**src/sv/tcr_pkg.sv**
```systemverilog
// Shared types and constants for the target/clue rule table.
// Used by every module of the block; no dependencies.
`timescale 1ns / 1ps

package tcr_pkg;

  localparam int NUM_TARGETS      = 64;
  localparam int CLUES_PER_TARGET = 8;

  localparam int ID_W     = 32;
  localparam int OP_W     = 2;
  localparam int STATUS_W = 3;
  localparam int SLOT_O_W = 6;
  localparam int CLUE_O_W = 4;
  localparam int TGT_O_W  = 7;

  localparam int SLOT_W  = $clog2(NUM_TARGETS);
  localparam int CNT_W   = $clog2(CLUES_PER_TARGET + 1);
  localparam int TCNT_W  = $clog2(NUM_TARGETS + 1);
  localparam int CDEPTH  = NUM_TARGETS * CLUES_PER_TARGET;
  localparam int CADDR_W = $clog2(CDEPTH);

  localparam logic [ID_W-1:0] FREE_ID = '1;

  typedef enum logic [OP_W-1:0] {
    OP_INSERT = 2'd0,
    OP_DELETE = 2'd1,
    OP_LOOKUP = 2'd2
  } op_e;

  typedef enum logic [STATUS_W-1:0] {
    STAT_OK         = 3'd0,
    STAT_INVALID    = 3'd1,
    STAT_NOT_FOUND  = 3'd2,
    STAT_TABLE_FULL = 3'd3,
    STAT_CLUES_FULL = 3'd4
  } status_e;

  typedef enum logic [1:0] {
    ST_IDLE,
    ST_SEARCH,
    ST_READ,
    ST_EXEC
  } state_e;

  typedef struct packed {
    logic              set;
    logic              clr;
    logic [SLOT_W-1:0] slot;
    logic [ID_W-1:0]   id;
  } cam_wr_t;

  typedef struct packed {
    logic              hit;
    logic [SLOT_W-1:0] hit_slot;
    logic              free_ok;
    logic [SLOT_W-1:0] free_slot;
  } cam_res_t;

endpackage

```
**src/sv/tcr_target_cam.sv**
```systemverilog
// Target id store with parallel match and first-free search.
// Depends on tcr_pkg.
`timescale 1ns / 1ps

module tcr_target_cam import tcr_pkg::*; (
  input  logic            clk_i,
  input  logic            rst_ni,
  input  logic [ID_W-1:0] search_id_i,
  input  cam_wr_t         wr_i,
  output cam_res_t        res_o
);

  logic [ID_W-1:0]        ids_q [NUM_TARGETS];
  logic [NUM_TARGETS-1:0] valid_q;
  logic [NUM_TARGETS-1:0] match;

  always_ff @(posedge clk_i) begin
    if (wr_i.set) begin
      ids_q[wr_i.slot] <= wr_i.id;
    end
  end

  always_ff @(posedge clk_i or negedge rst_ni) begin
    if (!rst_ni) begin
      valid_q <= '0;
    end else if (wr_i.set) begin
      valid_q[wr_i.slot] <= 1'b1;
    end else if (wr_i.clr) begin
      valid_q[wr_i.slot] <= 1'b0;
    end
  end

  always_comb begin
    for (int i = 0; i < NUM_TARGETS; i++) begin
      match[i] = valid_q[i] && (ids_q[i] == search_id_i);
    end
  end

  // lowest index wins
  always_comb begin
    res_o = '0;
    res_o.hit     = |match;
    res_o.free_ok = ~&valid_q;
    for (int i = NUM_TARGETS - 1; i >= 0; i--) begin
      if (match[i]) begin
        res_o.hit_slot = SLOT_W'(i);
      end
      if (!valid_q[i]) begin
        res_o.free_slot = SLOT_W'(i);
      end
    end
  end

endmodule

```
**src/sv/tcr_count_ram.sv**
```systemverilog
// Per-target clue count memory, one write and one registered read port.
// Depends on tcr_pkg.
`timescale 1ns / 1ps

module tcr_count_ram import tcr_pkg::*; (
  input  logic              clk_i,
  input  logic              we_i,
  input  logic [SLOT_W-1:0] waddr_i,
  input  logic [CNT_W-1:0]  wdata_i,
  input  logic [SLOT_W-1:0] raddr_i,
  output logic [CNT_W-1:0]  rdata_o
);

  logic [CNT_W-1:0] mem [NUM_TARGETS];
  logic [CNT_W-1:0] rdata_q;

  always_ff @(posedge clk_i) begin
    if (we_i) begin
      mem[waddr_i] <= wdata_i;
    end
    rdata_q <= mem[raddr_i];
  end

  assign rdata_o = rdata_q;

endmodule

```
**src/sv/tcr_clue_store.sv**
```systemverilog
// Clue id and flags storage, one row of slots per target entry.
// Depends on tcr_pkg.
`timescale 1ns / 1ps

module tcr_clue_store import tcr_pkg::*; (
  input  logic               clk_i,
  input  logic               we_i,
  input  logic [CADDR_W-1:0] addr_i,
  input  logic [ID_W-1:0]    clue_id_i,
  input  logic signed [31:0] clue_flags_i
);

  logic [ID_W-1:0]    clue_ids [CDEPTH];
  logic signed [31:0] flag_words [CDEPTH];

  always_ff @(posedge clk_i) begin
    if (we_i) begin
      clue_ids[addr_i]   <= clue_id_i;
      flag_words[addr_i] <= clue_flags_i;
    end
  end

endmodule

```
**src/sv/target_clue_rule_table_unit.sv**
```systemverilog
// Target/clue rule table: insert, delete and lookup of target entries.
// Each item passes the id search, the count memory read and the write-back
// step in turn; a new item is taken only after the last one is written back.
// Reset clears all entry valid bits, the target count and the handshake
// state at once; the block is ready for an item straight out of reset.
// Depends on tcr_pkg, tcr_target_cam, tcr_count_ram, tcr_clue_store.
`timescale 1ns / 1ps

module target_clue_rule_table_unit import tcr_pkg::*; (
  input  logic                clk_i,
  input  logic                rst_ni,
  input  logic                in_valid_i,
  output logic                in_ready_o,
  input  logic [OP_W-1:0]     op_i,
  input  logic [ID_W-1:0]     target_id_i,
  input  logic [ID_W-1:0]     clue_id_i,
  input  logic signed [31:0]  clue_flags_i,
  output logic                out_valid_o,
  input  logic                out_ready_i,
  output logic [STATUS_W-1:0] status_o,
  output logic [SLOT_O_W-1:0] slot_index_o,
  output logic [CLUE_O_W-1:0] clue_total_o,
  output logic [TGT_O_W-1:0]  target_total_o
);

  state_e state_q, state_d;

  logic [OP_W-1:0]    op_q;
  logic [ID_W-1:0]    tid_q;
  logic [ID_W-1:0]    cid_q;
  logic signed [31:0] flags_q;

  logic              hit_q, hit_d;
  logic              free_ok_q, free_ok_d;
  logic [SLOT_W-1:0] slot_q, slot_d;
  logic [TCNT_W-1:0] tcount_q, tcount_d;

  logic                out_valid_q, out_valid_d;
  logic [STATUS_W-1:0] status_q, status_d;
  logic [SLOT_O_W-1:0] oslot_q, oslot_d;
  logic [CLUE_O_W-1:0] oclue_q, oclue_d;

  logic accept, commit, capture;
  logic [CNT_W-1:0] cnt_rd, cnt_eff;

  cam_wr_t  cam_wr;
  cam_res_t cam_res;

  logic               cnt_we;
  logic [CNT_W-1:0]   cnt_wdata;
  logic               clue_we;
  logic [CADDR_W-1:0] clue_addr;

  tcr_target_cam u_cam (
    .clk_i       (clk_i),
    .rst_ni      (rst_ni),
    .search_id_i (tid_q),
    .wr_i        (cam_wr),
    .res_o       (cam_res)
  );

  tcr_count_ram u_cnt (
    .clk_i   (clk_i),
    .we_i    (cnt_we),
    .waddr_i (slot_q),
    .wdata_i (cnt_wdata),
    .raddr_i (slot_q),
    .rdata_o (cnt_rd)
  );

  tcr_clue_store u_clue (
    .clk_i        (clk_i),
    .we_i         (clue_we),
    .addr_i       (clue_addr),
    .clue_id_i    (cid_q),
    .clue_flags_i (flags_q)
  );

  // next state
  always_comb begin
    state_d = state_q;
    case (state_q)
      ST_IDLE:   if (in_valid_i) state_d = ST_SEARCH;
      ST_SEARCH: state_d = ST_READ;
      ST_READ:   state_d = ST_EXEC;
      ST_EXEC:   if (!out_valid_q || out_ready_i) state_d = ST_IDLE;
      default:   state_d = ST_IDLE;
    endcase
  end

  // state outputs
  always_comb begin
    in_ready_o = 1'b0;
    capture    = 1'b0;
    commit     = 1'b0;
    case (state_q)
      ST_IDLE:   in_ready_o = 1'b1;
      ST_SEARCH: capture    = 1'b1;
      ST_READ:   ;
      ST_EXEC:   commit     = !out_valid_q || out_ready_i;
      default:   ;
    endcase
  end

  assign accept = in_valid_i && in_ready_o;

  // hold search results
  always_comb begin
    hit_d     = hit_q;
    free_ok_d = free_ok_q;
    slot_d    = slot_q;
    if (capture) begin
      hit_d     = cam_res.hit;
      free_ok_d = cam_res.free_ok;
      slot_d    = cam_res.hit ? cam_res.hit_slot : cam_res.free_slot;
    end
  end

  assign cnt_eff   = hit_q ? cnt_rd : '0;
  assign cnt_wdata = cnt_eff + CNT_W'(1);
  assign clue_addr = CADDR_W'(slot_q) * CADDR_W'(CLUES_PER_TARGET) + CADDR_W'(cnt_eff);

  // decide, write back, form result
  always_comb begin
    cam_wr      = '0;
    cam_wr.slot = slot_q;
    cam_wr.id   = tid_q;
    cnt_we      = 1'b0;
    clue_we     = 1'b0;
    tcount_d    = tcount_q;
    status_d    = status_q;
    oslot_d     = oslot_q;
    oclue_d     = oclue_q;
    out_valid_d = out_valid_q && !out_ready_i;
    if (commit) begin
      out_valid_d = 1'b1;
      status_d    = STAT_INVALID;
      oslot_d     = '0;
      oclue_d     = '0;
      if (tid_q != FREE_ID) begin
        case (op_q)
          OP_INSERT: begin
            if (cid_q == FREE_ID) begin
              status_d = STAT_INVALID;
            end else if (!hit_q && !free_ok_q) begin
              status_d = STAT_TABLE_FULL;
            end else if (cnt_eff >= CNT_W'(CLUES_PER_TARGET)) begin
              status_d = STAT_CLUES_FULL;
              oclue_d  = CLUE_O_W'(cnt_eff);
            end else begin
              status_d   = STAT_OK;
              oslot_d    = SLOT_O_W'(slot_q);
              oclue_d    = CLUE_O_W'(cnt_wdata);
              cnt_we     = 1'b1;
              clue_we    = 1'b1;
              cam_wr.set = !hit_q;
              if (!hit_q) begin
                tcount_d = tcount_q + TCNT_W'(1);
              end
            end
          end
          OP_DELETE: begin
            if (!hit_q) begin
              status_d = STAT_NOT_FOUND;
            end else begin
              status_d   = STAT_OK;
              oslot_d    = SLOT_O_W'(slot_q);
              cam_wr.clr = 1'b1;
              if (tcount_q != '0) begin
                tcount_d = tcount_q - TCNT_W'(1);
              end
            end
          end
          OP_LOOKUP: begin
            if (!hit_q) begin
              status_d = STAT_NOT_FOUND;
            end else begin
              status_d = STAT_OK;
              oslot_d  = SLOT_O_W'(slot_q);
              oclue_d  = CLUE_O_W'(cnt_eff);
            end
          end
          default: status_d = STAT_INVALID;
        endcase
      end
    end
  end

  always_ff @(posedge clk_i or negedge rst_ni) begin
    if (!rst_ni) begin
      state_q     <= ST_IDLE;
      tcount_q    <= '0;
      out_valid_q <= 1'b0;
      hit_q       <= 1'b0;
      free_ok_q   <= 1'b0;
    end else begin
      state_q     <= state_d;
      tcount_q    <= tcount_d;
      out_valid_q <= out_valid_d;
      hit_q       <= hit_d;
      free_ok_q   <= free_ok_d;
    end
  end

  always_ff @(posedge clk_i) begin
    if (accept) begin
      op_q    <= op_i;
      tid_q   <= target_id_i;
      cid_q   <= clue_id_i;
      flags_q <= clue_flags_i;
    end
    slot_q   <= slot_d;
    status_q <= status_d;
    oslot_q  <= oslot_d;
    oclue_q  <= oclue_d;
  end

  assign out_valid_o    = out_valid_q;
  assign status_o       = status_q;
  assign slot_index_o   = oslot_q;
  assign clue_total_o   = oclue_q;
  assign target_total_o = TGT_O_W'(tcount_q);

endmodule
```
**config.mk**
```make
export PLATFORM = sky130hd
export DESIGN_NAME = target_clue_rule_table_unit
export DESIGN_NICKNAME = d
export VERILOG_FILES = /design/src/sv/tcr_pkg.sv /design/src/sv/tcr_target_cam.sv /design/src/sv/tcr_count_ram.sv /design/src/sv/tcr_clue_store.sv /design/src/sv/target_clue_rule_table_unit.sv
export SDC_FILE = /design/constraint.sdc
export NUM_CORES = 2
export LEC_CHECK = 0
export BUFFER_PORTS_ARGS = -buffer_cell sky130_fd_sc_hd__buf_2
export CELL_PAD_IN_SITES_DETAIL_PLACEMENT = 0
export CELL_PAD_IN_SITES_GLOBAL_PLACEMENT = 1
export CORE_ASPECT_RATIO = 0.9
export CORE_MARGIN = 2
export CORE_UTILIZATION = 50
export CTS_BUF_LIST = sky130_fd_sc_hd__clkbuf_4
export DETAILED_ROUTE_END_ITERATION = 12
export GPL_ROUTABILITY_DRIVEN = 1
export GPL_TIMING_DRIVEN = 0
export PLACE_DENSITY_LB_ADDON = 0.1
export SYNTH_ARGS = -nofsm -noshare
export SYNTH_HDL_FRONTEND = slang
export SYNTH_SLANG_ARGS = --single-unit
```
**constraint.sdc**
```tcl
create_clock -name clk_i -period 6.7 [get_ports clk_i]
set_input_delay 0.67 -clock clk_i [delete_from_list [all_inputs] [get_ports clk_i]]
set_output_delay 0.67 -clock clk_i [all_outputs]
set_load 0.05 [all_outputs]
```
==> results.cfg <==
[outcome]
violations = setup timing
status = finished with violations

[global_routing]
grt_max_degree = 65
antenna_found_initial = 36
grt.overflow.total = 0
grt_pass1_wl_um = 543000
grt_pass1_vias = 63500
grt.total_usage = 0.384

[synthesis]
yosys-top-cells-area = edfxtp_1 69%, xnor2_1 13%, xor2_1 4.7%, nand4_1 2.5%, dfrtp_1 1.8%
ys_seq_area_frac = 0.710
synth_flop_cell = edfxtp_1
syn_avg_cell_area_um2 = 15.8
syn_nets = 6672
syn-cell-area_mm2 = 0.104
yosysUniqueCellTypes = 75
ys_seq_elements = 2469
yosysTopAreaCell = edfxtp_1
postSynthCellCount = 6555
yosysWarnings = 0
synth_edf_count = 2389
yosys.area.top_type_share = 0.691
synthArstFlopShare = 0.0308

[die]
rows = 158
core_mm2 = 0.206
die_w_um = 484
fp.dieH_um = 436
start_util = 0.504
die_area_mm2 = 0.211
io_pins = 124

[timing]
fin_crit_ns = 6.84
setup_viol = 2
worst_slack_ns = -0.136
fmax_mhz = 146
slew_viol_final = 0
worst_pin_slew_ns = 1.45
hold_viol = 0
rsz0062_at_grt = no
post-route-period-util = 1.02
finClkSkew_ns = 0.105
slew_headroom = 0.0320
whs_ns = 0.147
fin_setup_tns_ns = -0.220

[critical_path]
critPathMaxFanout = 11
rr_startpoint = tid_q[22]
start_kind = flop
setup.worst_path.end_class = flop
slowest_delay_ns = 0.97
critPathKind = flop to flop
r2r_setup_slack_ns = -0.14
critPathMostFrequentCell = buf_16
rr_worst_depth = 16
cp_num_buf_inv = 5
rr_endpoint = slot_q[1]
arrival_ns = 7.94
slowest_stage = edfxtp_1
critPathTopFamily = simple AND/OR/NAND/NOR gates
cp_cell_sequence = buf_16 > buf_16 > buf_16 > buf_4 > buf_2 > xnor2_1 > nand4_1 > nor4_1 > nand3_1 > and2_1 > nand3_1 > nor2_1 > o21a_1 > o311ai_1 > a2111oi_1 > o31ai_1
critPathRequiredTime_ns = 7.80

[final_layout]
nets = 7813
final_cell_area_mm2 = 0.124
synthToLayoutAreaGrowth_pct = 19.5
final_common_cell = edfxtp_1
fin_util = 0.602
final_cells = 10900
drive_gt1_frac = 0.207
layout_common_cells = 2389 x edfxtp_1, 1490 x xnor2_1, 986 x clkbuf_4

[cts]
clk_latency_ns = 1.49
clk_pin_slew_ns = 0.07
cts_buffers = 655
cts_sinks = 2469
htreeDepth = 6
cts_root_buffer = clkbuf_4
cts_max_path_buffers = 4
cts_setup_buffers = 0
cts_tree = built

[min_path]
min-delay-path-class = primary input to flop
holdPathEnd = out_valid_o
min_path_cells = 4
hp-start = out_ready_i

[place]
dp.cells = 9623
io_buffer_count = 91
postPlaceCellArea_mm2 = 0.115
gp_congestion = 0.962
dpl.hpwl_um = 275000
post-place-ws_ns = -0.454

[job]
maxCapViolations = 0

[route]
vias_per_cell = 6.23
wl_um = 411000
vias = 67600
drtAntennaViolNets = 0
drtIter0Drc = 12000
drt_first_pass_iters = 8
wl_per_cell_um = 37.8
remaining_drc_errors = 0

[power_and_ir_drop]
p_leak_nw = 40.6
p_per_area_mw_per_mm2 = 319
ir_drop_mv = 0.197
finalPower_mw = 39.5
## Yosys cell counts (6+ instances only)
cell and number:
edfxtp_1 2389, xnor2_1 1491, xor2_1 560, nand4_1 416
nor4_1 193, nor2_1 185, o21ai_0 168, nand2_1 160
a22oi_1 135, nand3_1 131, buf_4 123, dfrtp_1 76
nor3_1 76, buf_6 75, clkbuf_1 68, and3_1 45
inv_1 41, a21oi_1 33, buf_2 23, ha_1 14
and2_1 13, nor2b_1 10, a221oi_1 8, a22o_1 7
a31oi_1 7, buf_1 7, a21o_1 6, nor3b_1 6
## cells by family after synthesis
| kind of cell | share of synthesized area |
|---|---|
| flip-flops | 0.710 |
| XOR/XNOR | 0.173 |
| AND/OR/NAND/NOR | 0.0656 |
| AO/OA/AOI/OAI | 0.0258 |
| buffers and inverters | 0.0229 |
| adder cells (fa/ha/maj) | 0.00188 |
| multiplexers | 0.000639 |
## worst reg2reg max path, cell delays in order (launching register included)
cell       delay (ns)
edfxtp_1         0.97
buf_16           0.25
buf_16           0.18
buf_16           0.18
buf_4            0.38
buf_2            0.79
xnor2_1          0.20
nand4_1          0.13
nor4_1           0.81
nand3_1          0.56
and2_1           0.34
nand3_1          0.10
nor2_1           0.08
o21a_1           0.11
o311ai_1         0.35
a2111oi_1        0.15
o31ai_1          0.89
## power by group
part / switching [mW] / internal [mW]
Clock: 6.31 / 6.85
Combinational: 5.70 / 2.73
Sequential: 0.367 / 17.6
Total: 12.4 / 27.2
## timing repair
item,CTS,global route
resized for setup,6,6
setup endpoints to repair,550,191
gates cloned,0,0
pin swaps,0,0
endpoints found under the hold margin,150,0
hold buffers,136,0
## sequential cells by signal, indices dropped and copies added, names as in the netlist, named ones only
signal and flops:
state_q 2, slot_index_o 6, slot_q 6, u_cnt.rdata_o 4, u_cnt.mem 256, cid_q 32, target_total_o 7, u_cam.ids_q 2048
free_ok_q 1, hit_q 1, out_valid_o 1, status_o 3, op_q 2, clue_total_o 4, tid_q 32
## layout make-up
cell class	instances	area, um2
Antenna cell	23	57.6
Buffer	300	2240
Clock buffer	984	7390
Clock inverter	97	531
Fill cell	16000	82200
Inverter	41	154
Multi-Input combinational cell	3745	28300
Sequential cell	2469	73700
Tap cell	2720	3400
Timing Repair Buffer	484	8250
## layer usage
layer	global-route usage	vias up	share of wire
li1	-	27000	-
met1	0.529	34500	0.38
met2	0.570	5191	0.44
met3	0.104	982	0.13
met4	0.174	10	0.052
met5	0	-	0.00016
## worst max path at each step
stage / start / to / slack (ns) / cells after the start
CTS: tid_q[15] / slot_q[1] / 0.05 / 16
global route: tid_q[22] / slot_q[0] / 0.02 / 17
global placement: tid_q[16] / u_cam.ids_q[61][20] / -3.51 / 11
floorplan: tid_q[8] / u_cam.ids_q[44][0] / 2.34 / 12
finish: tid_q[22] / slot_q[1] / -0.14 / 16
detailed placement: tid_q[15] / slot_q[1] / -0.45 / 16
Power figures use the tool's default switching activity.
